===== config.mk =====
export PLATFORM = sky130hd
export DESIGN_NAME = emsp_setup
export DESIGN_NICKNAME = d
export VERILOG_FILES = /design/src/hdl/emsp_pkg.sv /design/src/hdl/emsp_setup.sv
export SDC_FILE = /design/constraint.sdc
export NUM_CORES = 2
export LEC_CHECK = 0
export BUFFER_PORTS_ARGS = -buffer_cell sky130_fd_sc_hd__clkbuf_2
export CAP_MARGIN = 0
export CORE_MARGIN = 2
export CORE_UTILIZATION = 60
export DETAILED_ROUTE_END_ITERATION = 12
export GPL_TIMING_DRIVEN = 0
export PLACE_DENSITY = 0.81
export SLEW_MARGIN = 10
export SYNTH_ARGS = -nofsm -noshare
export SYNTH_HDL_FRONTEND = slang
export SYNTH_SLANG_ARGS = --single-unit
export TNS_END_PERCENT = 50

===== constraint.sdc =====
create_clock -name clock -period 16.1 [get_ports clock]
set_input_delay 3.22 -clock clock [delete_from_list [all_inputs] [get_ports clock]]
set_output_delay 3.22 -clock clock [all_outputs]
set_load 0.005 [all_outputs]

===== src/hdl/emsp_pkg.sv =====
`default_nettype none
package emsp_pkg;

   localparam int POS_W      = 32;
   localparam int EXT_W      = 66;
   localparam int DIST_W     = 32;
   localparam int CSR_IDX_W  = 3;
   localparam int CSR_DATA_W = POS_W;
   localparam int SPAN_W     = 7;
   localparam int SQ_W       = 13;

   localparam logic [CSR_IDX_W-1:0] CSR_START     = 3'd0;
   localparam logic [CSR_IDX_W-1:0] CSR_TARGET    = 3'd1;
   localparam logic [CSR_IDX_W-1:0] CSR_MAX_SPEED = 3'd2;
   localparam logic [CSR_IDX_W-1:0] CSR_CRAWL     = 3'd3;
   localparam logic [CSR_IDX_W-1:0] CSR_WARM      = 3'd4;
   localparam logic [CSR_IDX_W-1:0] CSR_OVERSHOOT = 3'd5;

   localparam logic [1:0] DIR_IDLE = 2'd0;
   localparam logic [1:0] DIR_CW   = 2'd1;
   localparam logic [1:0] DIR_CCW  = 2'd2;

   localparam logic [1:0] REASON_RUN    = 2'd0;
   localparam logic [1:0] REASON_TARGET = 2'd1;
   localparam logic [1:0] REASON_LIMIT  = 2'd2;
   localparam logic [1:0] REASON_THERE  = 2'd3;

   localparam logic [7:0] BASE_DUTY  = 8'd190;
   localparam logic [7:0] CRAWL_MIN  = 8'd160;
   localparam logic [7:0] CRAWL_MAX  = 8'd210;
   localparam logic [7:0] CRAWL_DROP_NEAR  = 8'd8;
   localparam logic [7:0] CRAWL_DROP_CLOSE = 8'd15;
   localparam logic [7:0] CRAWL_DROP_TIGHT = 8'd20;

   localparam logic [DIST_W-1:0] THERE_DIST   = 32'd5;
   localparam logic [DIST_W-1:0] ARRIVE_DIST  = 32'd2;
   localparam logic [DIST_W-1:0] CRAWL_ZONE   = 32'd100;
   localparam logic [DIST_W-1:0] NEAR_ZONE    = 32'd50;
   localparam logic [DIST_W-1:0] CLOSE_ZONE   = 32'd20;
   localparam logic [DIST_W-1:0] TIGHT_ZONE   = 32'd10;

   typedef enum logic [1:0] {
      JOB_DONE,
      JOB_RAMP,
      JOB_CRUISE,
      JOB_DECEL
   } job_kind_type;

   typedef struct packed {
      logic signed [POS_W-1:0] current_position;
      logic                    limit_cw_level;
      logic                    limit_ccw_level;
   } req_type;

   typedef struct packed {
      logic [7:0] pwm_duty;
      logic [1:0] drive_direction;
      logic       move_done;
      logic [1:0] end_reason;
   } rsp_type;

   typedef struct packed {
      logic                    dist_small;
      logic                    cw;
      logic signed [POS_W-1:0] start;
      logic signed [63:0]      comp;
      logic [DIST_W-1:0]       accel;
      logic [DIST_W-1:0]       decel;
      logic [7:0]              max_duty;
      logic [SPAN_W-1:0]       span;
      logic [SQ_W-1:0]         span_sq;
      logic [7:0]              crawl;
   } profile_type;

   typedef struct packed {
      job_kind_type      kind;
      logic [1:0]        reason;
      logic [DIST_W-1:0] moved;
      logic [DIST_W-1:0] togo;
   } job_type;

   function automatic logic [DIST_W-1:0] absdiff_sat(input logic signed [EXT_W-1:0] a,
                                                     input logic signed [EXT_W-1:0] b);
      logic signed [EXT_W:0] d;
      logic [EXT_W:0]        m;
      logic [DIST_W-1:0]     r;
      d = $signed({a[EXT_W-1], a}) - $signed({b[EXT_W-1], b});
      m = d[EXT_W] ? $unsigned(-d) : $unsigned(d);
      r = (m[EXT_W:DIST_W] != '0) ? '1 : m[DIST_W-1:0];
      return r;
   endfunction

endpackage
`default_nettype wire


===== src/hdl/emsp_setup.sv =====
`default_nettype none
module emsp_setup import emsp_pkg::*; (
   input  logic                  clock,
   input  logic                  reset,
   input  logic                  csr_write,
   input  logic [CSR_IDX_W-1:0]  csr_index,
   input  logic [CSR_DATA_W-1:0] csr_wdata,
   output logic                  busy,
   output profile_type           profile
);

   localparam int PRED_SHIFT = 7;
   localparam logic [DIST_W-1:0] PRED_DIVISOR = 32'd48000;
   localparam logic [DIST_W-1:0] ZONE_DIVISOR = 32'd5;
   // floor(x/375) = (x * RECIP_375) >> 34 for 25-bit x
   localparam logic [25:0] RECIP_375 = 26'd45812985;
   // floor(x/5) = (x * RECIP_5) >> 34 for 32-bit x
   localparam logic [31:0] RECIP_5   = 32'hCCCC_CCCD;
   localparam logic signed [EXT_W-1:0] I64_MAX = {{(EXT_W-63){1'b0}}, {63{1'b1}}};
   localparam logic signed [EXT_W-1:0] I64_MIN = {{(EXT_W-63){1'b1}}, 63'd0};
   localparam logic signed [9:0] CRAWL_BASE = 10'sd165;

   typedef enum logic [2:0] {
      ST_IDLE, ST_PREP, ST_SPLIT, ST_REM, ST_PROD, ST_PRED, ST_FINISH
   } state_type;

   state_type               state_ff, state_in;
   logic signed [POS_W-1:0] start_ff, start_in, target_ff, target_in;
   logic [7:0]              max_ff, max_in;
   logic [6:0]              crawl_ff, crawl_in;
   logic                    warm_ff, warm_in;
   logic [15:0]             ovs_ff, ovs_in;
   logic [DIST_W-1:0]       dist_ff, dist_in;
   logic                    cw_ff, cw_in;
   logic [DIST_W-1:0]       q5_ff, q5_in;
   logic [16:0]             blk_ff, blk_in;
   logic [2:0]              rem5_ff, rem5_in;
   logic [15:0]             frac_ff, frac_in;
   logic [DIST_W-1:0]       whole_ff, whole_in, prod_ff, prod_in;
   logic [DIST_W-1:0]       pmag_ff, pmag_in, accel_ff, accel_in, decel_ff, decel_in;
   profile_type             profile_ff, profile_in;

   logic [DIST_W-1:0]       div_arg;
   logic [50:0]             recip_prod;
   logic [16:0]             div48;
   logic [63:0]             fifth_prod;
   logic [DIST_W-1:0]       whole_lo, fifth_lo;
   logic [1:0]              third;
   logic [15:0]             ovs_mag;
   logic signed [EXT_W-1:0] start_ext, target_ext, adj, sum, comp_ext;
   logic [7:0]              max_duty;
   logic [SPAN_W-1:0]       span;
   logic [2*SPAN_W-1:0]     span_sq;
   logic signed [9:0]       crawl_sum;

   always_comb begin
      start_ext  = {{(EXT_W-POS_W){start_ff[POS_W-1]}}, start_ff};
      target_ext = {{(EXT_W-POS_W){target_ff[POS_W-1]}}, target_ff};
      // dist = blk * 48000 + frac, so |ovs| * dist / 48000 = |ovs| * blk + |ovs| * frac / 48000
      div_arg    = (state_ff == ST_PRED) ? prod_ff : dist_ff;
      recip_prod = 51'(div_arg[DIST_W-1:PRED_SHIFT]) * 51'(RECIP_375);
      div48      = recip_prod[50:34];
      fifth_prod = 64'(dist_ff) * 64'(RECIP_5);
      whole_lo   = dist_ff - (DIST_W'(blk_ff) * PRED_DIVISOR);
      fifth_lo   = dist_ff - (q5_ff * ZONE_DIVISOR);
      third      = (rem5_ff >= 3'd4) ? 2'd2 : ((rem5_ff >= 3'd2) ? 2'd1 : 2'd0);
      ovs_mag    = ovs_ff[15] ? (~ovs_ff + 16'd1) : ovs_ff;
      adj        = EXT_W'(pmag_ff);
      sum        = (cw_ff ^ ovs_ff[15]) ? (target_ext - adj) : (target_ext + adj);
      if ((pmag_ff > 32'd5) && (dist_ff > 32'd500)) begin
         comp_ext = (sum > I64_MAX) ? I64_MAX : ((sum < I64_MIN) ? I64_MIN : sum);
      end else begin
         comp_ext = target_ext;
      end
      max_duty  = (max_ff < BASE_DUTY) ? BASE_DUTY : max_ff;
      span      = SPAN_W'(max_duty - BASE_DUTY);
      span_sq   = span * span;
      crawl_sum = CRAWL_BASE + $signed({{3{crawl_ff[6]}}, crawl_ff})
                  + (warm_ff ? 10'sd8 : 10'sd0)
                  + ((dist_ff > 32'd5100) ? 10'sd5 : 10'sd0);

      state_in   = state_ff;
      start_in   = start_ff;
      target_in  = target_ff;
      max_in     = max_ff;
      crawl_in   = crawl_ff;
      warm_in    = warm_ff;
      ovs_in     = ovs_ff;
      dist_in    = dist_ff;
      cw_in      = cw_ff;
      q5_in      = q5_ff;
      blk_in     = blk_ff;
      rem5_in    = rem5_ff;
      frac_in    = frac_ff;
      whole_in   = whole_ff;
      prod_in    = prod_ff;
      pmag_in    = pmag_ff;
      accel_in   = accel_ff;
      decel_in   = decel_ff;
      profile_in = profile_ff;

      unique case (state_ff)
         ST_IDLE: begin
         end
         ST_PREP: begin
            dist_in  = absdiff_sat(target_ext, start_ext);
            cw_in    = target_ff > start_ff;
            state_in = ST_SPLIT;
         end
         ST_SPLIT: begin
            q5_in    = {2'b00, fifth_prod[63:34]};
            blk_in   = div48;
            state_in = ST_REM;
         end
         ST_REM: begin
            rem5_in  = fifth_lo[2:0];
            frac_in  = whole_lo[15:0];
            accel_in = q5_ff;
            state_in = ST_PROD;
         end
         ST_PROD: begin
            whole_in = DIST_W'(ovs_mag) * DIST_W'(blk_ff);
            prod_in  = DIST_W'(ovs_mag) * DIST_W'(frac_ff);
            // floor(3 * dist / 5) = 3 * q + floor(3 * r / 5)
            decel_in = (q5_ff << 1) + q5_ff + DIST_W'(third);
            state_in = ST_PRED;
         end
         ST_PRED: begin
            pmag_in  = whole_ff + DIST_W'(div48);
            state_in = ST_FINISH;
         end
         ST_FINISH: begin
            profile_in.dist_small = dist_ff < THERE_DIST;
            profile_in.cw         = cw_ff;
            profile_in.start      = start_ff;
            profile_in.comp       = comp_ext[63:0];
            profile_in.accel      = accel_ff;
            profile_in.decel      = decel_ff;
            profile_in.max_duty   = max_duty;
            profile_in.span       = span;
            profile_in.span_sq    = span_sq[SQ_W-1:0];
            profile_in.crawl      = (crawl_sum < 10'sd160) ? CRAWL_MIN : crawl_sum[7:0];
            state_in              = ST_IDLE;
         end
         default: state_in = ST_PREP;
      endcase

      if (csr_write) begin
         state_in = ST_PREP;
         unique case (csr_index)
            CSR_START:     start_in  = csr_wdata[POS_W-1:0];
            CSR_TARGET:    target_in = csr_wdata[POS_W-1:0];
            CSR_MAX_SPEED: max_in    = csr_wdata[7:0];
            CSR_CRAWL:     crawl_in  = csr_wdata[6:0];
            CSR_WARM:      warm_in   = csr_wdata[0];
            CSR_OVERSHOOT: ovs_in    = csr_wdata[15:0];
            default: begin
            end
         endcase
      end
   end

   always_ff @(posedge clock) begin
      if (reset) begin
         state_ff  <= ST_PREP;
         start_ff  <= '0;
         target_ff <= '0;
         max_ff    <= 8'd250;
         crawl_ff  <= '0;
         warm_ff   <= 1'b0;
         ovs_ff    <= '0;
      end else begin
         state_ff  <= state_in;
         start_ff  <= start_in;
         target_ff <= target_in;
         max_ff    <= max_in;
         crawl_ff  <= crawl_in;
         warm_ff   <= warm_in;
         ovs_ff    <= ovs_in;
      end
      dist_ff    <= dist_in;
      cw_ff      <= cw_in;
      q5_ff      <= q5_in;
      blk_ff     <= blk_in;
      rem5_ff    <= rem5_in;
      frac_ff    <= frac_in;
      whole_ff   <= whole_in;
      prod_ff    <= prod_in;
      pmag_ff    <= pmag_in;
      accel_ff   <= accel_in;
      decel_ff   <= decel_in;
      profile_ff <= profile_in;
   end

   assign busy    = state_ff != ST_IDLE;
   assign profile = profile_ff;

endmodule
`default_nettype wire


==> results.yml <==
timing:
  fin_crit_ps: 13360
  setup_viol: 0
  rsz0062_at_grt: "false"
  finClkSkew_ps: 36.8
  max_freq_mhz: 74.9
  drv_slew: 0
  tns_ps: 0
  worstMarginPinSlew_ps: 1380
  hold_viol_final: 0
  fin_crit_sh_pct: 83.0
  slew_headroom_pct: 7.01
setup_path:
  max_stage_delay_ps: 1020
  cp.arrival_ps: 13730
  cp-start-kind: "register"
  critPathSlowestCell: "o21ai_0"
  crit_required_ps: 16480
  r2r-start: "state_ff[0]$_SDFFE_PP1P_"
  crit_type: "reg2reg"
  cp-end-kind: "register"
  critPathMaxFanout: 10
  rrSetupSlack_ps: 2740
  r2r_end: "pmag_ff[31]$_DFFE_PN_"
  r2r_cells: 41
  cpMostUsedCell: "o21ai_0"
clock_tree:
  path_clk_slew_ps: 70
  htreeDepth: 2
  tritoncts: "done"
  cts-root-buf: "clkbuf_16"
  post_cts_resize_count: 0
  cts_buffer_depth: 3
  cts_sinks: 511
  postCtsSetupBuffers: 0
  insertion_delay_ps: 640
  ctsHoldBuffers: 0
  cts_buffers: 52
logic_synthesis:
  ys_seq_area_share_pct: 20.1
  yosys_most_used_dff: "edfxtp_1"
  avgSynthCellArea_um2: 10.1
  synth.distinct_cells: 84
  netlist_area_mm2: 0.0716
  syn_inst: 7094
  yosysTopAreaCell: "fa_1"
  synthArstFlopShare_pct: 0
  ys_ff_latch: 511
  synth.top_cell.area_share_pct: 30.8
  synth_edf_count: 412
  yosysWarningCount: 0
  synthTopCellsByArea: "fa_1, ha_1, edfxtp_1"
worst_hold_path:
  worstHoldPathCells: 0
  worstHoldStart: "accel_ff[17]$_DFFE_PN_"
  min_to: "profile[85]$_DFFE_PP_"
  hold_class: "reg2reg"
floorplanning:
  rows: 126
  die-area_mm2: 0.122
  io_pins: 237
  coreArea_mm2: 0.118
  start_util_pct: 60.5
  die_w_um: 349
  die_y_um: 349
grt:
  track_usage_pct: 31.9
  antenna_found_initial: 8
  grt_pass1_vias: 54400
  grt_overflow_total: 0
  grt_pass1_wl_um: 300000
  grt_max_degree: 50
outcome:
  status: "finished, final reports clean"
detailed_routing:
  first_pass_iters: 6
  drt_wl_total_um: 190000
  antenna_left: 0
  wire_per_inst_um: 21.2
  drtIter0Drc: 4180
  vias_per_cell: 5.73
  drcViolationCount: 0
  vias: 51500
cells_and_area:
  instances_no_fill: 8985
  fillers: 9155
  syn_to_final_growth_pct: 7.27
  final_common_cell: "inv_1"
  final_cell_area_mm2: 0.0768
  nets: 9580
  final_cell_mix: "inv_1, fa_1, ha_1, nand2_1, edfxtp_1"
  drive_gt1_share_pct: 6.30
placed_design:
  gp_congestion: 0.991
  hpwl_um: 158000
  place_area_mm2: 0.0750
  placed_cells: 8889
  portBuffers: 232
run:
  drv_cap: 0
==> cell families after synthesis <==
family	after synthesis	share of synthesized area (%)
fa+ha+maj	2135	48.9
buf+inv	1842	9.90
simple gates	1460	9.59
compound gates	771	6.84
flops	511	20.1
xor+xnor	313	3.83
mux	60	0.892
other cells	2	0.0105
==> state kept, by name, summed over array words and instances, names as in the netlist <==
signal     flops
state_ff       3
rem5_ff        2
profile      163
whole_ff      32
ovs_ff        16
decel_ff      32
blk_ff        17
warm_ff        1
q5_ff         30
accel_ff      30
prod_ff       25
start_ff      32
crawl_ff       7
cw_ff          1
target_ff     32
max_ff         8
dist_ff       32
pmag_ff       32
frac_ff       16
==> how the worst max path moves through the flow <==
stage | startpoint | to | slack (ps) | cells after the start
3_3_place_gp | state_ff[0]$_SDFFE_PP1P_ | pmag_ff[31]$_DFFE_PN_ | 360 | 37
2_1_floorplan | state_ff[0]$_SDFFE_PP1P_ | pmag_ff[21]$_DFFE_PN_ | 4680 | 39
5_1_grt | state_ff[0]$_SDFFE_PP1P_ | pmag_ff[21]$_DFFE_PN_ | 2270 | 41
6_report | state_ff[0]$_SDFFE_PP1P_ | pmag_ff[31]$_DFFE_PN_ | 2740 | 41
3_5_place_dp | state_ff[0]$_SDFFE_PP1P_ | pmag_ff[31]$_DFFE_PN_ | 2740 | 40
4_1_cts | state_ff[0]$_SDFFE_PP1P_ | pmag_ff[31]$_DFFE_PN_ | 2610 | 40
==> metal layers <==
| metal | wire length (um) | up-vias | global-route usage [%] |
|---|---|---|---|
| met4 | 10200 | 8 | 13.8 |
| li1 | - | 23100 | - |
| met1 | 72200 | 25500 | 40.4 |
| met3 | 16800 | 609 | 5.82 |
| met5 | 46 | - | 0 |
| met2 | 90900 | 2372 | 53.9 |
==> metrics by stage <==
stage / util, % / hold WS [ps] / setup WS, ps
global route: 64.9 / 423 / 2270
CTS: 64.9 / 418 / 2610
finish: 64.9 / 414 / 2740
floorplan: - / 400 / 4680
detailed placement: 63.4 / 405 / 2740
global placement: 63.1 / 400 / 364
==> critical path, delay by kind of cell, from the launching register on <==
family / cells / cell delay (ps)
adders and majority gates: 9 / 4240
buffers and inverters: 10 / 2350
DFF: 1 / 300
AOI/OAI and AO/OA: 16 / 4880
and+or+nand+nor: 5 / 1170
xor gates and xnor gates: 1 / 140
==> synthesized netlist by cell type (28+ instances only) <==
library cell	n
nor3_1	60
mux2i_1	30
o21ai_0	126
xor2_1	92
nor2_1	223
buf_4	35
nand2b_1	28
ha_1	1035
o21a_1	38
edfxtp_1	412
dfxtp_1	99
nand2_1	671
inv_1	1649
mux2_2	30
fa_1	1100
nand3_1	65
and2_1	203
a21oi_1	300
xnor2_1	221
clkbuf_1	144
nor2b_1	40
a21o_1	94
and3_1	35
==> cell type report <==
type	count	area (um2)	area share, %
multi-input combinational	4746	50200	65.4
timing repair buffer	254	1440	1.87
buffer	192	895	1.17
antenna	1	2.50	0.00326
tap	1536	1920	2.50
clock buffer	63	1420	1.84
clock inverter	32	348	0.453
sequential	511	14400	18.7
inverter	1650	6190	8.07
Power is not shown: default switching activity piles up to over one toggle a cycle in this logic, so the estimate is an artifact.
