$ cat src/hdl/emsp_pkg.sv
`default_nettype none
package emsp_pkg;

   localparam int POS_W      = 32;
   localparam int EXT_W      = 66;
   localparam int DIST_W     = 32;
   localparam int CSR_IDX_W  = 3;
   localparam int CSR_DATA_W = POS_W;
   localparam int SPAN_W     = 7;
   localparam int SQ_W       = 13;

   localparam logic [CSR_IDX_W-1:0] CSR_START     = 3'd0;
   localparam logic [CSR_IDX_W-1:0] CSR_TARGET    = 3'd1;
   localparam logic [CSR_IDX_W-1:0] CSR_MAX_SPEED = 3'd2;
   localparam logic [CSR_IDX_W-1:0] CSR_CRAWL     = 3'd3;
   localparam logic [CSR_IDX_W-1:0] CSR_WARM      = 3'd4;
   localparam logic [CSR_IDX_W-1:0] CSR_OVERSHOOT = 3'd5;

   localparam logic [1:0] DIR_IDLE = 2'd0;
   localparam logic [1:0] DIR_CW   = 2'd1;
   localparam logic [1:0] DIR_CCW  = 2'd2;

   localparam logic [1:0] REASON_RUN    = 2'd0;
   localparam logic [1:0] REASON_TARGET = 2'd1;
   localparam logic [1:0] REASON_LIMIT  = 2'd2;
   localparam logic [1:0] REASON_THERE  = 2'd3;

   localparam logic [7:0] BASE_DUTY  = 8'd190;
   localparam logic [7:0] CRAWL_MIN  = 8'd160;
   localparam logic [7:0] CRAWL_MAX  = 8'd210;
   localparam logic [7:0] CRAWL_DROP_NEAR  = 8'd8;
   localparam logic [7:0] CRAWL_DROP_CLOSE = 8'd15;
   localparam logic [7:0] CRAWL_DROP_TIGHT = 8'd20;

   localparam logic [DIST_W-1:0] THERE_DIST   = 32'd5;
   localparam logic [DIST_W-1:0] ARRIVE_DIST  = 32'd2;
   localparam logic [DIST_W-1:0] CRAWL_ZONE   = 32'd100;
   localparam logic [DIST_W-1:0] NEAR_ZONE    = 32'd50;
   localparam logic [DIST_W-1:0] CLOSE_ZONE   = 32'd20;
   localparam logic [DIST_W-1:0] TIGHT_ZONE   = 32'd10;

   typedef enum logic [1:0] {
      JOB_DONE,
      JOB_RAMP,
      JOB_CRUISE,
      JOB_DECEL
   } job_kind_type;

   typedef struct packed {
      logic signed [POS_W-1:0] current_position;
      logic                    limit_cw_level;
      logic                    limit_ccw_level;
   } req_type;

   typedef struct packed {
      logic [7:0] pwm_duty;
      logic [1:0] drive_direction;
      logic       move_done;
      logic [1:0] end_reason;
   } rsp_type;

   typedef struct packed {
      logic                    dist_small;
      logic                    cw;
      logic signed [POS_W-1:0] start;
      logic signed [63:0]      comp;
      logic [DIST_W-1:0]       accel;
      logic [DIST_W-1:0]       decel;
      logic [7:0]              max_duty;
      logic [SPAN_W-1:0]       span;
      logic [SQ_W-1:0]         span_sq;
      logic [7:0]              crawl;
   } profile_type;

   typedef struct packed {
      job_kind_type      kind;
      logic [1:0]        reason;
      logic [DIST_W-1:0] moved;
      logic [DIST_W-1:0] togo;
   } job_type;

   function automatic logic [DIST_W-1:0] absdiff_sat(input logic signed [EXT_W-1:0] a,
                                                     input logic signed [EXT_W-1:0] b);
      logic signed [EXT_W:0] d;
      logic [EXT_W:0]        m;
      logic [DIST_W-1:0]     r;
      d = $signed({a[EXT_W-1], a}) - $signed({b[EXT_W-1], b});
      m = d[EXT_W] ? $unsigned(-d) : $unsigned(d);
      r = (m[EXT_W:DIST_W] != '0) ? '1 : m[DIST_W-1:0];
      return r;
   endfunction

endpackage
`default_nettype wire

$ cat src/hdl/emsp_queue.sv
`default_nettype none
module emsp_queue import emsp_pkg::*; (
   input  logic    clock,
   input  logic    reset,
   input  logic    push,
   input  job_type push_job,
   input  logic    pop,
   output logic    valid,
   output job_type pop_job
);

   localparam int DEPTH = 2;
   localparam int PTR_W = 1;
   localparam int CNT_W = 2;

   job_type          entry_ff [DEPTH];
   logic [PTR_W-1:0] wr_ff, wr_in, rd_ff, rd_in;
   logic [CNT_W-1:0] count_ff, count_in;
   logic             do_pop;

   always_comb begin
      do_pop   = pop && (count_ff != '0);
      wr_in    = push ? wr_ff + PTR_W'(1) : wr_ff;
      rd_in    = do_pop ? rd_ff + PTR_W'(1) : rd_ff;
      count_in = count_ff + CNT_W'(push) - CNT_W'(do_pop);
   end

   always_ff @(posedge clock) begin
      if (reset) begin
         wr_ff    <= '0;
         rd_ff    <= '0;
         count_ff <= '0;
      end else begin
         wr_ff    <= wr_in;
         rd_ff    <= rd_in;
         count_ff <= count_in;
      end
   end

   always_ff @(posedge clock) begin
      if (push) begin
         entry_ff[wr_ff] <= push_job;
      end
   end

   assign valid   = count_ff != '0;
   assign pop_job = entry_ff[rd_ff];

endmodule
`default_nettype wire

$ cat config.mk
export PLATFORM = sky130hd
export DESIGN_NAME = emsp_queue
export DESIGN_NICKNAME = d
export VERILOG_FILES = /design/src/hdl/emsp_pkg.sv /design/src/hdl/emsp_queue.sv
export SDC_FILE = /design/constraint.sdc
export NUM_CORES = 1
export LEC_CHECK = 0
export ABC_AREA = 1
export BUFFER_PORTS_ARGS = -buffer_cell sky130_fd_sc_hd__buf_4
export CAP_MARGIN = 20
export CORE_UTILIZATION = 52
export CTS_CLUSTER_SIZE = 24
export DETAILED_ROUTE_END_ITERATION = 7
export GPL_ROUTABILITY_DRIVEN = 0
export PLACE_DENSITY = 0.79
export SYNTH_ARGS = -nofsm -noshare
export SYNTH_HDL_FRONTEND = slang
export SYNTH_SLANG_ARGS = --single-unit
$ cat constraint.sdc
create_clock -name clock -period 5.4 [get_ports clock]
set_clock_uncertainty 0.05 [all_clocks]
set_input_delay 1.08 -clock clock [delete_from_list [all_inputs] [get_ports clock]]
set_output_delay 1.08 -clock clock [all_outputs]
set_load 0.02 [all_outputs]
==> metrics.yaml, run 1 <==
status:
  status: "complete, no violations"
timing:
  rsz0062_at_grt: "false"
  fin_crit_sh: 0.6154
  setup_viol: 0
  fmax_mhz: 300.9
  period_needed_ps: 3323
  fin_tns_setup_ps: 0
  fin_ws_ps: 2077
  hold_viol: 0
  relSlewSlack: 0.3103
  finalMaxSlewViolations: 0
  worst_pin_slew_ps: 1034
place:
  port_buffers: 140
  place_hpwl_mm: 5.553
  place_area_mm2: 0.006407
  pre_cts_slack_ps: 2420
drt:
  drtIter0Drc: 157
  routedWlPerCell_um: 16.00
  avgViaCountPerCell: 4.885
  wl_mm: 8.754
  routed-via-count: 2672
  drcViolationCount: 0
  ant_nets: 0
  first_pass_iters: 4
synth:
  synth_warnings: 0
  synth_area_mm2: 0.005236
  yosysSeqAreaShare: 0.7990
  synth_top_area_share: 0.7799
  ys_types: 14
  yosys.area.top_type: "edfxtp_1"
  syn_nets: 322
  syn_avg_cell_area_um2: 21.11
  ys_seq_elements: 141
  netlist_instances: 248
  synthTopCellsByArea: "edfxtp_1, mux2_2, mux2_4"
clock_network:
  cts_setup_buffers: 0
  cts_resized: 0
  ctsHoldBuffers: 0
  tritoncts: "done"
  cts-buffers-inserted: 17
  cts.clk_slew.worst_paths_ps: 60
  cts_buffer_depth: 2
  ctsRootBufferMaster: "clkbuf_8"
  htree_levels: 4
  clk_latency_ps: 500
  clock_sinks: 141
final_layout:
  nFillCells: 624
  layout_common_cells: "buf_4, edfxtp_1, mux2_2"
  final_nets: 475
  fin_area_mm2: 0.007049
  drive_gt1_frac: 0.5797
  n_antenna_cell: 0
  layout_commonest_cell: "buf_4"
  area_growth_pct: 34.62
power:
  p_clk_frac: 0.384
  power.leakage_nw: 2.726
  p_seq_frac: 0.421
  power.density_mw_per_mm2: 458.7
  power_w: 0.003233
  swShare: 0.2421
  p_switching_w: 0.0007827
  combPwrFrac: 0.195
  p_int_w: 0.002451
  ir_drop_uv: 261.6
critical_path:
  critPathRequiredTime_ps: 4270
  critical_path_class: "register to output port"
  cp-end-kind: "output port"
  crit_fanout: 68
  startpoint_type: "register"
  crit_arrival_ps: 2190
floorplanning:
  dieArea_mm2: 0.01048
  core-area_mm2: 0.009774
  rows: 36
  pin_count: 141
  dieWidth_um: 102.4
  die_h_um: 102.4
  initial_core_util: 0.5357
global_routing:
  use_met2: 0.2901
  grtUsageMet3: 0.06772
  grt_pass1_vias: 2712
  grt_pass1_wl_mm: 13.39
  track_usage: 0.1777
  grt_busiest_layer: "met2"
  grt_max_degree: 69
  antenna_found_initial: 0
  use_met1: 0.2144
  gr-total-overflow: 0
run:
  maxCapViolCount: 0
hold_path:
  hold_class: "register to register"
-- critical path: stages, from the launching register on --
cell and delay [ps]:
dfxtp_4 990, mux2_2 440, buf_4 160
-- cell type report --
| type | count | area [um^2] | share of cell area |
|---|---|---|---|
| Sequential cell | 141 | 4188 | 0.5941 |
| Timing Repair Buffer | 142 | 1066 | 0.1512 |
| Multi-Input combinational cell | 89 | 949.7 | 0.1347 |
| Clock buffer | 19 | 421.7 | 0.05982 |
| Clock inverter | 13 | 220.2 | 0.03124 |
| Tap cell | 133 | 166.4 | 0.02361 |
| Inverter | 10 | 37.54 | 0.005325 |
-- routing by layer --
layer | part of all wire | routed length (um) | up-vias
met5 | 0 | 0 | -
met4 | 0.0057 | 50 | 0
met3 | 0.068 | 599 | 5
met2 | 0.51 | 4465 | 100
met1 | 0.42 | 3638 | 1304
li1 | - | - | 1263
-- kinds of logic (layout without fill, tap and decap cells) --
logic type | after synthesis | count (layout) | synth area share
AO/OA/AOI/OAI | 1 | 1 | 0.0009549
adder cells (fa/ha/maj) | 2 | 2 | 0.004778
buffers and inverters | 18 | 184 | 0.02103
flip-flops | 141 | 141 | 0.7990
multiplexers | 68 | 68 | 0.1606
AND/OR/NAND/NOR | 18 | 18 | 0.01362
-- through the flow --
step	cells	util	hold slack, ps
2_1_floorplan	248	-	417.5
3_3_place_gp	515	0.6555	439.8
3_5_place_dp	515	0.6555	449.9
4_1_cts	547	0.7212	474.5
5_1_grt	547	0.7212	529.2
6_report	547	0.7212	478.8
-- flip-flops by register name (all words and copies together), names as in the netlist, named ones only --
| signal | count |
|---|---|
| count_ff | 2 |
| entry_ff | 136 |
| rd_ff | 1 |
| wr_ff | 1 |
-- cells in the mapped netlist --
cell type / instances
buf_2: 4
mux2_2: 48
nor3_1: 1
dfxtp_1: 5
buf_8: 2
inv_1: 10
edfxtp_1: 136
nor2_1: 9
nand3_1: 2
a21oi_1: 1
nand2_1: 6
mux2_4: 20
buf_6: 2
ha_1: 2
-- power groups by stage --
stage	Combinational (W)	Sequential, W	Clock (W)
after floorplan	0.000460	0.00131	0
after global placement	0.000623	0.00138	0
after detailed placement	0.000633	0.00138	0
after CTS	0.000637	0.00136	0.00126
after global routing	0.000675	0.00137	0.00131
final	0.000631	0.00136	0.00124
-- path summary, 6_finish.rpt --
check	from	endpoint	slack (ps)	cells after the start
setup / recovery	register	pop_job[18]	2080	2
hold / removal	rd_ff	register	480	2
setup reg to reg	wr_ff	entry_ff[0][45]	3330	2
hold reg to reg	rd_ff	register	480	2
Power figures use the tool's default switching activity.
==> run 2, diff against run 1 <==
--- a/config.mk
+++ b/config.mk
@@ -5,14 +5,14 @@
 export SDC_FILE = /design/constraint.sdc
 export NUM_CORES = 1
 export LEC_CHECK = 0
-export ABC_AREA = 1
+export ABC_AREA = 0
 export BUFFER_PORTS_ARGS = -buffer_cell sky130_fd_sc_hd__buf_4
 export CAP_MARGIN = 20
-export CORE_UTILIZATION = 52
+export CORE_UTILIZATION = 47
 export CTS_CLUSTER_SIZE = 24
 export DETAILED_ROUTE_END_ITERATION = 7
 export GPL_ROUTABILITY_DRIVEN = 0
-export PLACE_DENSITY = 0.79
+export PLACE_DENSITY = 0.75
 export SYNTH_ARGS = -nofsm -noshare
 export SYNTH_HDL_FRONTEND = slang
 export SYNTH_SLANG_ARGS = --single-unit
==> constraint.sdc (replaced) <==
create_clock -name clock -period 2.7 [get_ports clock]
set_clock_uncertainty 0.05 [all_clocks]
set_input_delay 0.54 -clock clock [delete_from_list [all_inputs] [get_ports clock]]
set_output_delay 0.54 -clock clock [all_outputs]
set_load 0.02 [all_outputs]
==> run 2 against run 1 <==
  * Sequential power rose by 95%
  * Synthesized cell count fell by 5.6%
  * Combinational power rose by 120%
  * Critical endpoint is now pop_job[17]
  * Critical path depth rose by 1
  * Non-clock buffer count rose by 4
  * First-iteration DRC count fell by 46%
  * Sequential share of layout area fell by 0.47 points
  * Worst setup slack got worse by 1800 ps
  * Clock power rose by 98%
  * Hold slack got worse by 310 ps
  * Count of clock-buffer cells in the layout rose by 6
==> metrics.yaml, run 2 <==
status:
  status: "complete, no violations"
floorplanning:
  initial_core_util: 0.4828  # -0.05291
  pin_count: 141  # unchanged
  rows: 38  # +5.6%
  dieWidth_um: 107.5  # +5.1%
  dieArea_mm2: 0.01156  # +10%
  core-area_mm2: 0.01084  # +11%
  die_h_um: 107.5  # +5.1%
clock_network:
  cts.clk_slew.worst_paths_ps: 60  # about the same
  ctsHoldBuffers: 0  # unchanged
  htree_levels: 4  # unchanged
  cts_buffer_depth: 2  # unchanged
  cts_resized: 0  # unchanged
  ctsRootBufferMaster: "clkbuf_8"
  clk_latency_ps: 500  # about the same
  clock_sinks: 141  # unchanged
  tritoncts: "done"
  cts-buffers-inserted: 17  # unchanged
  cts_setup_buffers: 0  # unchanged
hold_path:
  hold_depth: 1  # -1
  hold_class: "input port to register"
drt:
  drtIter0Drc: 85  # -46%
  drcViolationCount: 0  # unchanged
  routed-via-count: 2641  # -1.2%
  routedWlPerCell_um: 16.12  # +0.72%
  first_pass_iters: 4  # unchanged
  wl_mm: 8.769  # +0.17%
  ant_nets: 0  # unchanged
  avgViaCountPerCell: 4.855  # -0.62%
timing:
  fmax_mhz: 405.7
  hold_viol: 0  # unchanged
  finalMaxSlewViolations: 0  # unchanged
  period_needed_ps: 2465
  rsz0062_at_grt: "false"
  relSlewSlack: 0.5478  # +0.2375
  setup_viol: 0  # unchanged
  fin_ws_ps: 234.9  # -1842 ps
  fin_crit_sh: 0.9130
  fin_tns_setup_ps: 0  # unchanged
  worst_pin_slew_ps: 678.2  # -356.2 ps
power:
  power.density_mw_per_mm2: 917.6  # +100%
  ir_drop_uv: 463.8  # +77%
  power.leakage_nw: 2.735  # +0.34%
run:
  maxCapViolCount: 0  # unchanged
synth:
  synth_edf_count: 136  # unchanged
  ys_top_cells_by_count: "edfxtp_1, mux2_2, mux2_4"
  synthTopCellsByArea: "edfxtp_1, mux2_2, mux2_4"
  yosysSeqAreaShare: 0.7994  # about the same
  async_reset_ff_frac: 0  # unchanged
  ys.flop_type: "edfxtp_1"
  syn_nets: 308  # -4.3%
  synth_warnings: 0  # unchanged
  yosys.area.top_type: "edfxtp_1"
  synth.most_common_cell: "edfxtp_1"
  synth_top_area_share: 0.7803  # about the same
  syn_avg_cell_area_um2: 22.37  # +5.9%
  ys_types: 16  # +2
  netlist_instances: 234  # -5.6%
  ys_seq_elements: 141  # unchanged
  synth_area_mm2: 0.005234  # about the same
final_layout:
  final_nets: 465  # -2.1%
  area_growth_pct: 35.76
  multi_input_area_um2: 979.7  # +3.2%
  layout_common_cells: "buf_4, edfxtp_1, mux2_2"
  regMostFlops: "entry_ff"
  reg_top3: "entry_ff (136), count_ff (2)"
  layout_commonest_cell: "buf_4"
  drive_gt1_frac: 0.6114  # +0.03168
  largest_reg_flops: 136  # unchanged
  nFillCells: 772  # +24%
  regArea_mm2: 0.004188  # unchanged
  n_antenna_cell: 0  # unchanged
place:
  port_buffers: 140  # unchanged
  pre_cts_slack_ps: 729.3  # -1691 ps
  place_hpwl_mm: 5.659  # +1.9%
critical_path:
  cp-end-kind: "output port"
  path_common_cell: "buf_4"
  startpoint_type: "register"
  crit_chain: "buf_4, mux2_2, buf_4"
  crit_slowest_cell: "dfxtp_4"
  crit_fanout: 22  # -68%
  crit_arrival_ps: 1880  # -310 ps
  critPathRequiredTime_ps: 2110  # -2160 ps
  ff2ff_path_depth: 2  # unchanged
  max_stage_delay_ps: 560  # -430 ps
  critical_path_class: "register to output port"
global_routing:
  gr-total-overflow: 0  # unchanged
  antenna_found_initial: 0  # unchanged
  track_usage: 0.1589  # -0.01876
  grt_pass1_vias: 2811  # +3.7%
  grt_pass1_wl_mm: 13.34  # -0.37%
  grt_max_degree: 51  # -26%
-- run 2: changes by cell type in the layout (fill, tap and decap cells not counted), sizes merged, moves of 2 or more --
cell	before	now
nor2b	0	3
mux2	68	70
buf	142	146
nor2	9	3
clkinv	5	2
inv	10	2
clkinvlp	2	0
nand2	6	0
clkbuf	19	25
nand3	2	0
-- run 2: final timing paths --
check / start / end / slack, ps
hold / removal: push_job[15] / entry_ff[1][15] / 170
setup / recovery: register / pop_job[17] / 230
setup reg to reg: wr_ff / entry_ff[1][38] / 1210
hold reg to reg: wr_ff / wr_ff / 540
-- run 2: critical path, delay by kind of cell, from the launching register on --
| kind | cells | cell delay [ps] |
|---|---|---|
| muxes | 1 | 360 |
| DFF | 1 | 560 |
| buffers and inverters | 2 | 450 |
-- run 2: cell families (layout without fill, tap and decap cells) --
logic type	count (synthesis)	in the layout	share of synthesized area
flip-flops	141	141	0.7994
AND/OR/NAND/NOR	8	8	0.008130
adder cells (fa/ha/maj)	2	2	0.004780
AO/OA/AOI/OAI	1	1	0.001435
XOR/XNOR	2	2	0.005977
buffers and inverters	10	180	0.01530
multiplexers	70	70	0.1650
-- run 2: metal layers --
layer / track usage / wire length, um / up-vias
met1: 0.1741 / 3450 / 1298
met5: 0 / 0 / -
met3: 0.05690 / 574 / 9
met2: 0.2747 / 4662 / 95
li1: - / - / 1239
met4: 0.07339 / 81 / 0
-- run 2: power by group --
group / switching [W] / internal, W
Combinational: 0.000672 / 0.000740
Clock: 0.000789 / 0.00167
Sequential: 0.0000811 / 0.00257
Total: 0.00154 / 0.00498
-- run 2: final cells by class --
class                      count  area share
clock inverter                 7     0.02254
multi-input combinational     83      0.1379
inverter                       2    0.001057
tap                          140     0.02465
timing repair buffer         146      0.1578
clock buffer                  25     0.06674
sequential                   141      0.5894
-- run 2: per-stage QoR --
| step | total power [W] | hold slack, ps | util | instance area, um^2 | std cells |
|---|---|---|---|---|---|
| detailed placement | 0.004134 | 529.8 | 0.5970 | 6471 | 512 |
| global placement | 0.004104 | 512.4 | 0.5970 | 6471 | 512 |
| global route | 0.006764 | 136.0 | 0.6555 | 7106 | 544 |
| finish | 0.006520 | 166.4 | 0.6555 | 7106 | 544 |
| CTS | 0.006599 | 143.9 | 0.6555 | 7106 | 544 |
| floorplan | 0.003603 | 498.1 | - | 5241 | 234 |
