### config.mk
export PLATFORM = sky130hd
export DESIGN_NAME = emsp_front
export DESIGN_NICKNAME = d
export VERILOG_FILES = /design/src/hdl/emsp_pkg.sv /design/src/hdl/emsp_front.sv
export SDC_FILE = /design/constraint.sdc
export NUM_CORES = 1
export LEC_CHECK = 0
export BUFFER_PORTS_ARGS = -buffer_cell sky130_fd_sc_hd__clkbuf_2
export CORE_MARGIN = 3
export CORE_UTILIZATION = 30
export CTS_BUF_LIST = sky130_fd_sc_hd__clkbuf_8
export CTS_CLUSTER_DIAMETER = 40
export DETAILED_ROUTE_END_ITERATION = 7
export PLACE_DENSITY = 0.46
export SYNTH_ARGS = -nofsm -noshare
export SYNTH_HDL_FRONTEND = slang
export SYNTH_SLANG_ARGS = --single-unit
### constraint.sdc
create_clock -name clock -period 11.3 [get_ports clock]
set_input_delay 2.26 -clock clock [delete_from_list [all_inputs] [get_ports clock]]
set_output_delay 2.26 -clock clock [all_outputs]
set_load 0.1 [all_outputs]
### src/hdl/emsp_pkg.sv
`default_nettype none
package emsp_pkg;

   localparam int POS_W      = 32;
   localparam int EXT_W      = 66;
   localparam int DIST_W     = 32;
   localparam int CSR_IDX_W  = 3;
   localparam int CSR_DATA_W = POS_W;
   localparam int SPAN_W     = 7;
   localparam int SQ_W       = 13;

   localparam logic [CSR_IDX_W-1:0] CSR_START     = 3'd0;
   localparam logic [CSR_IDX_W-1:0] CSR_TARGET    = 3'd1;
   localparam logic [CSR_IDX_W-1:0] CSR_MAX_SPEED = 3'd2;
   localparam logic [CSR_IDX_W-1:0] CSR_CRAWL     = 3'd3;
   localparam logic [CSR_IDX_W-1:0] CSR_WARM      = 3'd4;
   localparam logic [CSR_IDX_W-1:0] CSR_OVERSHOOT = 3'd5;

   localparam logic [1:0] DIR_IDLE = 2'd0;
   localparam logic [1:0] DIR_CW   = 2'd1;
   localparam logic [1:0] DIR_CCW  = 2'd2;

   localparam logic [1:0] REASON_RUN    = 2'd0;
   localparam logic [1:0] REASON_TARGET = 2'd1;
   localparam logic [1:0] REASON_LIMIT  = 2'd2;
   localparam logic [1:0] REASON_THERE  = 2'd3;

   localparam logic [7:0] BASE_DUTY  = 8'd190;
   localparam logic [7:0] CRAWL_MIN  = 8'd160;
   localparam logic [7:0] CRAWL_MAX  = 8'd210;
   localparam logic [7:0] CRAWL_DROP_NEAR  = 8'd8;
   localparam logic [7:0] CRAWL_DROP_CLOSE = 8'd15;
   localparam logic [7:0] CRAWL_DROP_TIGHT = 8'd20;

   localparam logic [DIST_W-1:0] THERE_DIST   = 32'd5;
   localparam logic [DIST_W-1:0] ARRIVE_DIST  = 32'd2;
   localparam logic [DIST_W-1:0] CRAWL_ZONE   = 32'd100;
   localparam logic [DIST_W-1:0] NEAR_ZONE    = 32'd50;
   localparam logic [DIST_W-1:0] CLOSE_ZONE   = 32'd20;
   localparam logic [DIST_W-1:0] TIGHT_ZONE   = 32'd10;

   typedef enum logic [1:0] {
      JOB_DONE,
      JOB_RAMP,
      JOB_CRUISE,
      JOB_DECEL
   } job_kind_type;

   typedef struct packed {
      logic signed [POS_W-1:0] current_position;
      logic                    limit_cw_level;
      logic                    limit_ccw_level;
   } req_type;

   typedef struct packed {
      logic [7:0] pwm_duty;
      logic [1:0] drive_direction;
      logic       move_done;
      logic [1:0] end_reason;
   } rsp_type;

   typedef struct packed {
      logic                    dist_small;
      logic                    cw;
      logic signed [POS_W-1:0] start;
      logic signed [63:0]      comp;
      logic [DIST_W-1:0]       accel;
      logic [DIST_W-1:0]       decel;
      logic [7:0]              max_duty;
      logic [SPAN_W-1:0]       span;
      logic [SQ_W-1:0]         span_sq;
      logic [7:0]              crawl;
   } profile_type;

   typedef struct packed {
      job_kind_type      kind;
      logic [1:0]        reason;
      logic [DIST_W-1:0] moved;
      logic [DIST_W-1:0] togo;
   } job_type;

   function automatic logic [DIST_W-1:0] absdiff_sat(input logic signed [EXT_W-1:0] a,
                                                     input logic signed [EXT_W-1:0] b);
      logic signed [EXT_W:0] d;
      logic [EXT_W:0]        m;
      logic [DIST_W-1:0]     r;
      d = $signed({a[EXT_W-1], a}) - $signed({b[EXT_W-1], b});
      m = d[EXT_W] ? $unsigned(-d) : $unsigned(d);
      r = (m[EXT_W:DIST_W] != '0) ? '1 : m[DIST_W-1:0];
      return r;
   endfunction

endpackage
`default_nettype wire

### src/hdl/emsp_front.sv
`default_nettype none
module emsp_front import emsp_pkg::*; (
   input  logic        clock,
   input  logic        reset,
   input  logic        accept,
   input  req_type     req,
   input  profile_type profile,
   output logic        push,
   output job_type     push_job
);

   logic                    valid_ff;
   req_type                 req_ff;
   logic                    push_ff;
   job_type                 job_ff, job_in;

   logic signed [EXT_W-1:0] cur_ext, start_ext, comp_ext;
   logic                    reached, limit_hit;
   logic [DIST_W-1:0]       moved, togo;

   always_comb begin
      cur_ext   = {{(EXT_W-POS_W){req_ff.current_position[POS_W-1]}}, req_ff.current_position};
      start_ext = {{(EXT_W-POS_W){profile.start[POS_W-1]}}, profile.start};
      comp_ext  = {{(EXT_W-64){profile.comp[63]}}, profile.comp};
      moved     = absdiff_sat(cur_ext, start_ext);
      togo      = absdiff_sat(comp_ext, cur_ext);
      reached   = profile.cw ? (cur_ext >= comp_ext) : (cur_ext <= comp_ext);
      limit_hit = profile.cw ? req_ff.limit_cw_level : req_ff.limit_ccw_level;

      job_in.moved  = moved;
      job_in.togo   = togo;
      job_in.reason = REASON_RUN;
      if (profile.dist_small) begin
         job_in.kind   = JOB_DONE;
         job_in.reason = REASON_THERE;
      end else if (limit_hit) begin
         job_in.kind   = JOB_DONE;
         job_in.reason = REASON_LIMIT;
      end else if (moved < profile.accel) begin
         job_in.kind = JOB_RAMP;
      end else if (togo > profile.decel) begin
         job_in.kind = JOB_CRUISE;
      end else begin
         job_in.kind = JOB_DECEL;
      end
      if (!profile.dist_small && !limit_hit
          && (reached || (job_in.kind == JOB_DECEL && togo <= ARRIVE_DIST))) begin
         job_in.kind   = JOB_DONE;
         job_in.reason = REASON_TARGET;
      end
   end

   always_ff @(posedge clock) begin
      if (reset) begin
         valid_ff <= 1'b0;
         push_ff  <= 1'b0;
      end else begin
         valid_ff <= accept;
         push_ff  <= valid_ff;
      end
      req_ff <= req;
      job_ff <= job_in;
   end

   assign push     = push_ff;
   assign push_job = job_ff;

endmodule
`default_nettype wire

==> qor.txt, run 1 <==
status = finished, final reports clean
Syn Area/Cell = 7.12 µm²
CP required = 11.69 ns
Seq/Total Area, Yosys = 14.1%
Core Region = 0.0481 mm²
CP Class = in2reg
worst-margin pin slew = 1.23 ns
All-Layer GR Usage = 21.0%
Fin Setup TNS = 0 ns
PortBufs = 267
grt ovf = 0
Initial Utilization = 30.6%
CTS tree = yes
Startpoint Class = primary input
share of layout cells above drive strength 1 = 18.5%
Slew Limit Headroom = 18.1%
Synthesized Nets = 2470
die area = 0.0519 mm²
Die W = 228 µm
IO Pins = 304
Leak = 0.00747 µW
fin. max-slew vios = 0
met2 wire length = 27000 µm
clk root buf = clkbuf_8
max_cap viols = 0
post-layout net count = 2727
CTS clk-pin slew, worst paths = 0.10 ns
hpwl dp = 48600 µm
Syn-to-layout area delta = 16.3%
Initial DRT Pass Iterations = 6
Clk Latency, worst-skew pair = 0.46 ns
Clock Path Buffers = 2
Detailed Route WL = 56800 µm
max layer used = met5
arrival time worst endpoint = 10.72 ns
hold crit path type = reg2reg
largest net degree at the start of global routing = 35
hold_buf cts = 0
PwrDens = 111 mW/mm²
Fmax achieved = 96.8 MHz
YS warnings = 0
Synth async-reset ratio = 0%
RSZ-0062 raised after global routing = false
Critical-path top delay cell = or4_1
routability cong. = 0.888
Tcrit/Tclk final = 91.5%
Final Setup Violations = 0
slowest stage delay, CP = 0.65 ns
count of unique library cells instantiated by Yosys = 109
EDFF count, synth = 0
VDD IR max = 114 µV
Final ANT Viol Nets = 0
ys flop type = dfxtp_1
antenna violations before repair = 8
area post-placement = 0.0170 mm²
count of state elements after synthesis = 104
CP endpoint kind = flop
Mapped Cells = 2071
synthesized cell area = 0.0147 mm²
minimum clock period = 10.34 ns
row cnt = 80
metal1 wirelength = 25300 µm
CTS resizes = 0
Fin. Hold Viols = 0
met3 WL post-DR = 3350 µm
DRC viols = 0
Via density = 5.53
Die H = 228 µm
design area = 0.0171 mm²
first-pass GRT wire length = 88200 µm
CTS Buf Count = 9
clock sinks = 104
peak fanout along the critical path = 6
Clock Skew = 0.0220 ns
Initial DRC Count = 961
per-cell routed wire length = 19.0 µm
vias in the first global route = 16300
Setup Fix Bufs, Post-CTS = 0
via count = 16500
CTS HTree Levels = 3
-- where the power goes --
group	total [µW]	switching [µW]	internal [µW]	leakage (µW)
sequential	422	15.7	407	0.000866
clock	233	146	86.8	0.0000956
combinational	1240	868	373	0.00651
-- critical path, delay by kind of cell --
| kind | cells | cell delay, ns |
|---|---|---|
| AO/OA/AOI/OAI | 14 | 2.87 |
| adder cells (fa/ha/maj) | 3 | 0.91 |
| buffers and inverters | 5 | 0.57 |
| multiplexers | 1 | 0.42 |
| AND/OR/NAND/NOR | 15 | 3.70 |
-- state kept, by name, indices dropped and copies added, names as in the netlist --
| signal | count |
|---|---|
| cur_ext | 32 |
| req_ff | 2 |
| push_job | 68 |
| valid_ff | 1 |
| push | 1 |
-- synthesized netlist by cell type, types with 10 or more instances --
master / count / area, µm²
nand2_1: 192 / 721
a21oi_1: 179 / 896
inv_1: 166 / 623
nor2_1: 166 / 623
ha_1: 162 / 2030
o21ai_0: 127 / 636
dfxtp_1: 104 / 2080
nand4_1: 61 / 382
nor3_1: 56 / 280
a21o_1: 53 / 398
xnor2_1: 53 / 464
nand3_1: 50 / 250
clkbuf_1: 44 / 165
xor2_1: 38 / 333
a31oi_1: 31 / 194
nand2b_1: 27 / 169
and2_1: 25 / 156
a211oi_1: 23 / 173
o21a_1: 23 / 173
or3_1: 23 / 144
nor2b_1: 21 / 131
buf_2: 20 / 100
nand2_2: 20 / 125
o211ai_1: 20 / 150
or2_2: 19 / 119
nor4_1: 17 / 106
o21bai_1: 17 / 128
o31ai_1: 16 / 120
and3_1: 14 / 87.6
nor3b_1: 13 / 97.6
or4_1: 13 / 97.6
a311oi_1: 12 / 105
a211o_1: 11 / 96.3
o21ai_1: 11 / 55.1
mux2i_1: 10 / 100
-- placed cells by master, fill, tap and decap left out, drive strengths merged, types with 14 or more instances in the layout --
cell,n
dfxtp,104
inv,168
nand3,51
nand4,61
a21o,53
o21a,23
nor4,20
a31oi,31
and3,14
nor3,58
a21oi,185
a211oi,27
ha,162
and2,25
o211ai,21
or3,23
o21bai,17
buf,56
nand2b,27
xor2,38
or2,21
nor2b,21
o21ai,143
nand2,212
o31ai,16
clkbuf,277
xnor2,53
nor2,171
-- path summary, 6_finish.rpt --
path	start	to	slack [ns]	depth (start not counted)
hold reg to reg	valid_ff	push	0.47	1
setup / recovery	profile[100]	push_job[64]	0.96	38
hold / removal	valid_ff	push	0.47	1
setup reg to reg	cur_ext[31]	push_job[64]	1.89	37
-- stage by stage --
step	utilization [%]	power (µW)	instances	hold WS, ns	setup slack [ns]
6_report	35.6	1900	2993	0.466	0.965
5_1_grt	35.6	2030	2989	0.481	0.266
4_1_cts	35.6	1900	2989	0.468	0.967
3_5_place_dp	35.2	1660	2973	0.451	0.520
3_3_place_gp	35.2	1650	2973	0.422	0.499
2_1_floorplan	-	1340	2071	0.414	1.76
-- routing by layer --
metal  vias to the layer above  GRT usage, %
li1                       8205             -
met1                      7757          26.7
met2                       492          36.4
met3                        79          4.38
met4                        12          4.73
met5                         -             0
-- cells by family (layout without fill, tap and decap cells) --
logic type	after synthesis	count (layout)	synth area share (%)
simple gates	771	771	27.1
mux	15	15	1.06
compound gates	682	682	31.5
other cells	0	4	0
flops	104	104	14.1
xor+xnor	91	91	5.40
buf+inv	244	506	6.84
fa+ha+maj	164	164	14.0
-- area by class of cell --
| class | instances | area, µm² |
|---|---|---|
| clock inverter | 6 | 45.0 |
| antenna | 4 | 10.0 |
| timing repair buffer | 323 | 1760 |
| sequential | 104 | 2080 |
| clock buffer | 10 | 138 |
| multi-input combinational | 1723 | 11700 |
| tap | 656 | 821 |
| inverter | 167 | 627 |
| fill | 5234 | 31000 |
Note: power is estimated with default switching activity, not from simulation.
==> inputs of run 2 (changes only) <==
RECOVER_POWER = 100   (was not set)
==> run 2 against run 1 <==
Power down 0.74%. First-iteration DRC count grew 4.6%. Wire length about the same.
==> qor.txt, run 2 (same netlist as run 1, synthesis figures left out) <==
antenna violations before repair = 8 (unchanged)
Setup Fix Bufs, Post-CTS = 0 (unchanged)
Initial DRC Count = 1005 (+4.6%)
FF-to-FF setup slack = 1.82 ns (-0.07 ns)
post-layout power = 1880 µW (-0.74%)
slowest stage delay, CP = 0.65 ns (about the same)
DRC viols = 0 (unchanged)
vias in the first global route = 16300 (unchanged)
peak fanout along the critical path = 6 (unchanged)
Slew Limit Headroom = 18.9% (+0.81 points)
Via density = 5.53 (about the same)
CTS HTree Levels = 3 (unchanged)
IO Pins = 304 (unchanged)
most frequent cells in the layout = nand2_1, clkbuf_2, a21oi_1
Power Internal = 858 µW (-1.0%)
status = finished, final reports clean
clk root buf = clkbuf_8
CP required = 11.68 ns (about the same)
Crit Reg-Reg Endpoint = push_job[64]
commonest non-fill, non-tap cell in the layout = nand2_1
Die H = 228 µm (unchanged)
largest net degree at the start of global routing = 35 (unchanged)
grt ovf = 0 (unchanged)
CP Class = in2reg
Clock power frac = 12.4% (about the same)
hold crit path type = reg2reg
Fin. Hold Viols = 0 (unchanged)
PwrDens = 111 mW/mm² (+0.22%)
Die W = 228 µm (unchanged)
Critical-path top delay cell = or4_1
first-pass GRT wire length = 88200 µm (unchanged)
fin. max-slew vios = 0 (unchanged)
post-layout net count = 2727 (unchanged)
minimum clock period = 10.39 ns (+0.0562 ns)
worst-margin pin slew = 1.21 ns (-0.0122 ns)
Fmax achieved = 96.2 MHz (-0.54%)
Initial DRT Pass Iterations = 5 (-1)
clock sinks = 104 (unchanged)
All-Layer GR Usage = 21.0% (unchanged)
Initial Utilization = 30.6% (unchanged)
fill cell count = 5279 (+0.86%)
area of the multi-input gates = 0.0116 mm² (-0.42%)
max_cap viols = 0 (unchanged)
met2 Use GR = 36.4% (unchanged)
CTS clk-pin slew, worst paths = 0.09 ns (about the same)
gr busiest metal = met2
worst hold start = valid_ff
most frequent CP cell = buf_4
P_sw = 1030 µW (-0.49%)
share of layout cells above drive strength 1 = 14.3% (-4.2 points)
Detailed Route WL = 56800 µm (about the same)
reg2reg start = cur_ext[31]
VDD IR max = 108 µV (-5.2%)
crit path capture = push_job[64]
Syn-to-layout area delta = 15.2%
max reg flops = 68 (unchanged)
Clk Latency, worst-skew pair = 0.45 ns (about the same)
Final ANT Viol Nets = 0 (unchanged)
Clock Path Buffers = 2 (unchanged)
hpwl dp = 48600 µm (unchanged)
via count = 16600 (+0.091%)
Final Setup Violations = 0 (unchanged)
CTS Buf Count = 9 (unchanged)
routability cong. = 0.888 (unchanged)
Startpoint Class = primary input
GR met3 Demand/Resource = 4.38% (unchanged)
Seq pwr share = 22.4% (about the same)
RSZ-0062 raised after global routing = false
Fin Setup TNS = 0 ns (unchanged)
per-cell routed wire length = 19.0 µm (about the same)
Reg area = 0.00208 mm² (unchanged)
row cnt = 80 (unchanged)
r2r worst-path depth = 37 (unchanged)
Switching Fraction = 54.5% (+0.14 points)
Core Region = 0.0481 mm² (unchanged)
PortBufs = 267 (unchanged)
die area = 0.0519 mm² (unchanged)
hold_buf cts = 0 (unchanged)
CP endpoint kind = flop
CTS tree = yes
Logic pwr share = 65.2% (-0.3 points)
worst setup path start = profile[100]
arrival time worst endpoint = 10.77 ns (+0.05 ns)
GR Util met1 = 26.7% (unchanged)
CTS resizes = 0 (unchanged)
Clock Skew = 0.0225 ns (+0.000521 ns)
Tcrit/Tclk final = 92.0% (+0.50 points)
Leak = 0.00723 µW (-3.3%)
[run 2: layout make-up]
cell class / instances / area share, %
flip-flops and latches: 104 / 12.3
multi-input cells: 1723 / 68.4
repair buffers: 323 / 9.67
well taps: 656 / 4.83
diodes: 4 / 0.0589
clock inverters: 6 / 0.265
inverters: 167 / 3.69
clock buffers: 10 / 0.810
[run 2: metrics by stage]
step / instance area [µm²] / instances / hold slack [ns] / util [%] / setup slack, ns
detailed placement: 17000 / 2973 / 0.451 / 35.2 / 0.520
global route: 17000 / 2989 / 0.483 / 35.3 / 0.141
global placement: 17000 / 2973 / 0.422 / 35.2 / 0.499
finish: 17000 / 2993 / 0.468 / 35.3 / 0.908
CTS: 17100 / 2989 / 0.468 / 35.6 / 0.967
floorplan: 14700 / 2071 / 0.414 / - / 1.76
[run 2: metal layers]
layer | part of all wire [%] | vias to the layer above
li1 | - | 8206
met1 | 44 | 7764
met2 | 47 | 499
met3 | 6.2 | 79
met4 | 1.9 | 12
met5 | 0.14 | -
[run 2: critical path, delay by kind of cell]
| kind | cells | cell delay [ns] |
|---|---|---|
| muxes | 1 | 0.42 |
| adders and majority gates | 3 | 0.92 |
| buffers and inverters | 7 | 0.90 |
| AOI/OAI and AO/OA | 13 | 2.68 |
| and+or+nand+nor | 14 | 3.60 |
[run 2: worst min-delay path by stage]
stage,endpoint,slack [ns],cells after the start
after floorplan,push,0.41,1
after global placement,push,0.42,1
after detailed placement,push,0.45,1
after CTS,push,0.47,1
after global routing,push,0.48,1
final,push,0.47,1
[run 2: power by group through the flow]
stage               clock, µW  combinational (µW)  sequential [µW]
floorplan                   0                 673              668
global placement            0                1220              431
detailed placement          0                1230              430
CTS                       248                1230              423
global route              259                1340              426
finish                    233                1230              422
==> inputs of run 3 (changes only) <==
--- a/config.mk
+++ b/config.mk
@@ -14,3 +14,4 @@
 export PLACE_DENSITY = 0.46
-export RECOVER_POWER = 100
+export RECOVER_POWER = 50
+export SLEW_MARGIN = 20
 export SYNTH_ARGS = -nofsm -noshare
==> constraint.sdc (replaced) <==
create_clock -name clock -period 11.3 [get_ports clock]
set_input_delay 0 -clock clock [delete_from_list [all_inputs] [get_ports clock]]
set_output_delay 0 -clock clock [all_outputs]
set_load 0.1 [all_outputs]
==> run 3 against run 2 <==
Sequential power is essentially flat. Combinational power is essentially flat. Clock power grew 8.6%. Highest routed layer unchanged.
==> qor.txt, run 3 (same netlist as run 1, synthesis figures left out) <==
DRC viols = 0 (unchanged)
Die W = 228 µm (unchanged)
worst-margin pin slew = 1.21 ns (-0.00856 ns)
status = finished, final reports clean
Clock Path Buffers = 2 (unchanged)
Fmax achieved = 108 MHz (+12%)
CTS clk-pin slew, worst paths = 0.12 ns (+0.03 ns)
Startpoint Class = flop
Initial DRT Pass Iterations = 5 (unchanged)
Tcrit/Tclk final = 82.1% (-9.8 points)
Detailed Route WL = 57400 µm (+1.0%)
Fin. Hold Viols = 0 (unchanged)
minimum clock period = 9.28 ns (-1.11 ns)
CP required = 11.69 ns (about the same)
clock sinks = 104 (unchanged)
Syn-to-layout area delta = 16.6%
setup ws final = 2.02 ns (+1.11 ns)
CP Class = reg2reg
final core utilization = 35.7% (+0.44 points)
Initial Utilization = 30.6% (unchanged)
largest net degree at the start of global routing = 38 (+8.6%)
worst hold slack = 0.116 ns (-0.352 ns)
hold crit path type = in2reg
design area = 0.0172 mm² (+1.2%)
Initial DRC Count = 950 (-5.5%)
WP buf/inv = 1 (-6)
All-Layer GR Usage = 21.4% (+0.41 points)
area of the multi-input gates = 0.0117 mm² (+0.42%)
arrival time worst endpoint = 9.67 ns (-1.10 ns)
PortBufs = 267 (unchanged)
crit-path leading delay family = simple AND/OR/NAND/NOR gates
RSZ-0062 raised after global routing = false
post-layout net count = 2727 (unchanged)
PwrDens = 111 mW/mm² (+0.51%)
routability cong. = 0.924 (+4.0%)
die area = 0.0519 mm² (unchanged)
per-cell routed wire length = 19.2 µm (+1.1%)
IO Pins = 304 (unchanged)
Reg area = 0.00208 mm² (unchanged)
Setup Fix Bufs, Post-CTS = 0 (unchanged)
vias in the first global route = 16400 (+0.84%)
via count = 16600 (+0.39%)
Leak = 0.00730 µW (+1.0%)
CP endpoint kind = flop
Slew Limit Headroom = 20.0% (+1.1 points)
most frequent CP cell = o21a_1
area post-placement = 0.0167 mm² (-1.7%)
Final Setup Violations = 0 (unchanged)
VDD IR max = 127 µV (+18%)
CTS HTree Levels = 3 (unchanged)
share of layout cells above drive strength 1 = 14.4% (+0.13 points)
max_cap viols = 0 (unchanged)
CTS Buf Count = 9 (unchanged)
antenna violations before repair = 8 (unchanged)
first-pass GRT wire length = 89800 µm (+1.8%)
clk root buf = clkbuf_8
max reg flops = 68 (unchanged)
row cnt = 80 (unchanged)
Core Region = 0.0481 mm² (unchanged)
commonest non-fill, non-tap cell in the layout = clkbuf_2
Clock Skew = 0.0187 ns (-0.00381 ns)
CTS tree = yes
Via density = 5.56 (+0.49%)
Fin Setup TNS = 0 ns (unchanged)
fill cell count = 5219 (-1.1%)
grt ovf = 0 (unchanged)
Final ANT Viol Nets = 0 (unchanged)
hpwl dp = 48800 µm (+0.45%)
fin. max-slew vios = 0 (unchanged)
peak fanout along the critical path = 34 (+28)
most frequent cells in the layout = clkbuf_2, nand2_1, a21oi_1
Critical-path top delay cell = or4_1
slowest stage delay, CP = 0.67 ns (+0.02 ns)
Place WS = 1.66 ns (+1.14 ns)
Die H = 228 µm (unchanged)
Clk Latency, worst-skew pair = 0.46 ns (about the same)
run 3: where the power goes:
| group | internal (µW) | total (µW) | leakage, µW | switching [µW] |
|---|---|---|---|---|
| combinational | 370 | 1240 | 0.00634 | 871 |
| sequential | 407 | 423 | 0.000866 | 16.4 |
| clock | 100 | 253 | 0.0000972 | 152 |
| total | 877 | 1920 | 0.00730 | 1040 |
run 3: path summary, 6_finish.rpt:
check	startpoint	to	slack (ns)	depth (start not counted)
worst max-delay path	cur_ext[31]	push_job[64]	2.02	33
worst min-delay path	profile[100]	push_job[0]	0.12	4
worst max register to register	cur_ext[31]	push_job[64]	2.02	33
worst min register to register	valid_ff	push	0.45	1
run 3: worst reg2reg max path, delay by kind of cell, from the launching register on:
kind	cells	cell delay (ns)
flip-flops	1	0.38
AND/OR/NAND/NOR	13	4.15
AO/OA/AOI/OAI	16	3.27
adder cells (fa/ha/maj)	2	0.90
XOR/XNOR	1	0.25
buffers and inverters	1	0.27
run 3: per-stage QoR:
| step | cells | total power, µW |
|---|---|---|
| global route | 2989 | 2060 |
| detailed placement | 2934 | 1650 |
| finish | 2990 | 1920 |
| floorplan | 2071 | 1340 |
| global placement | 2934 | 1650 |
| CTS | 2989 | 1930 |
run 3: repair_timing:
| action | in CTS | in global routing |
|---|---|---|
| hold buffers | 39 | 0 |
| gates resized for setup | 0 | 0 |
| endpoints found under the hold margin | 39 | 0 |
run 3: final cells by class:
class                           count  area share [%]
Tap cell                          656            4.77
Timing Repair Buffer              323            10.4
Inverter                          167            3.65
Multi-Input combinational cell   1723            67.9
Sequential cell                   104            12.1
Clock inverter                      4           0.204
Antenna cell                        1          0.0146
Clock buffer                       12           0.961
run 3: routing by layer:
| metal | wire [µm] | up-vias | GRT usage [%] |
|---|---|---|---|
| met4 | 1340 | 12 | 5.76 |
| met3 | 3200 | 77 | 4.09 |
| met5 | 75 | - | 0 |
| met2 | 27000 | 486 | 36.7 |
| met1 | 25800 | 7846 | 27.3 |
| li1 | - | 8203 | - |
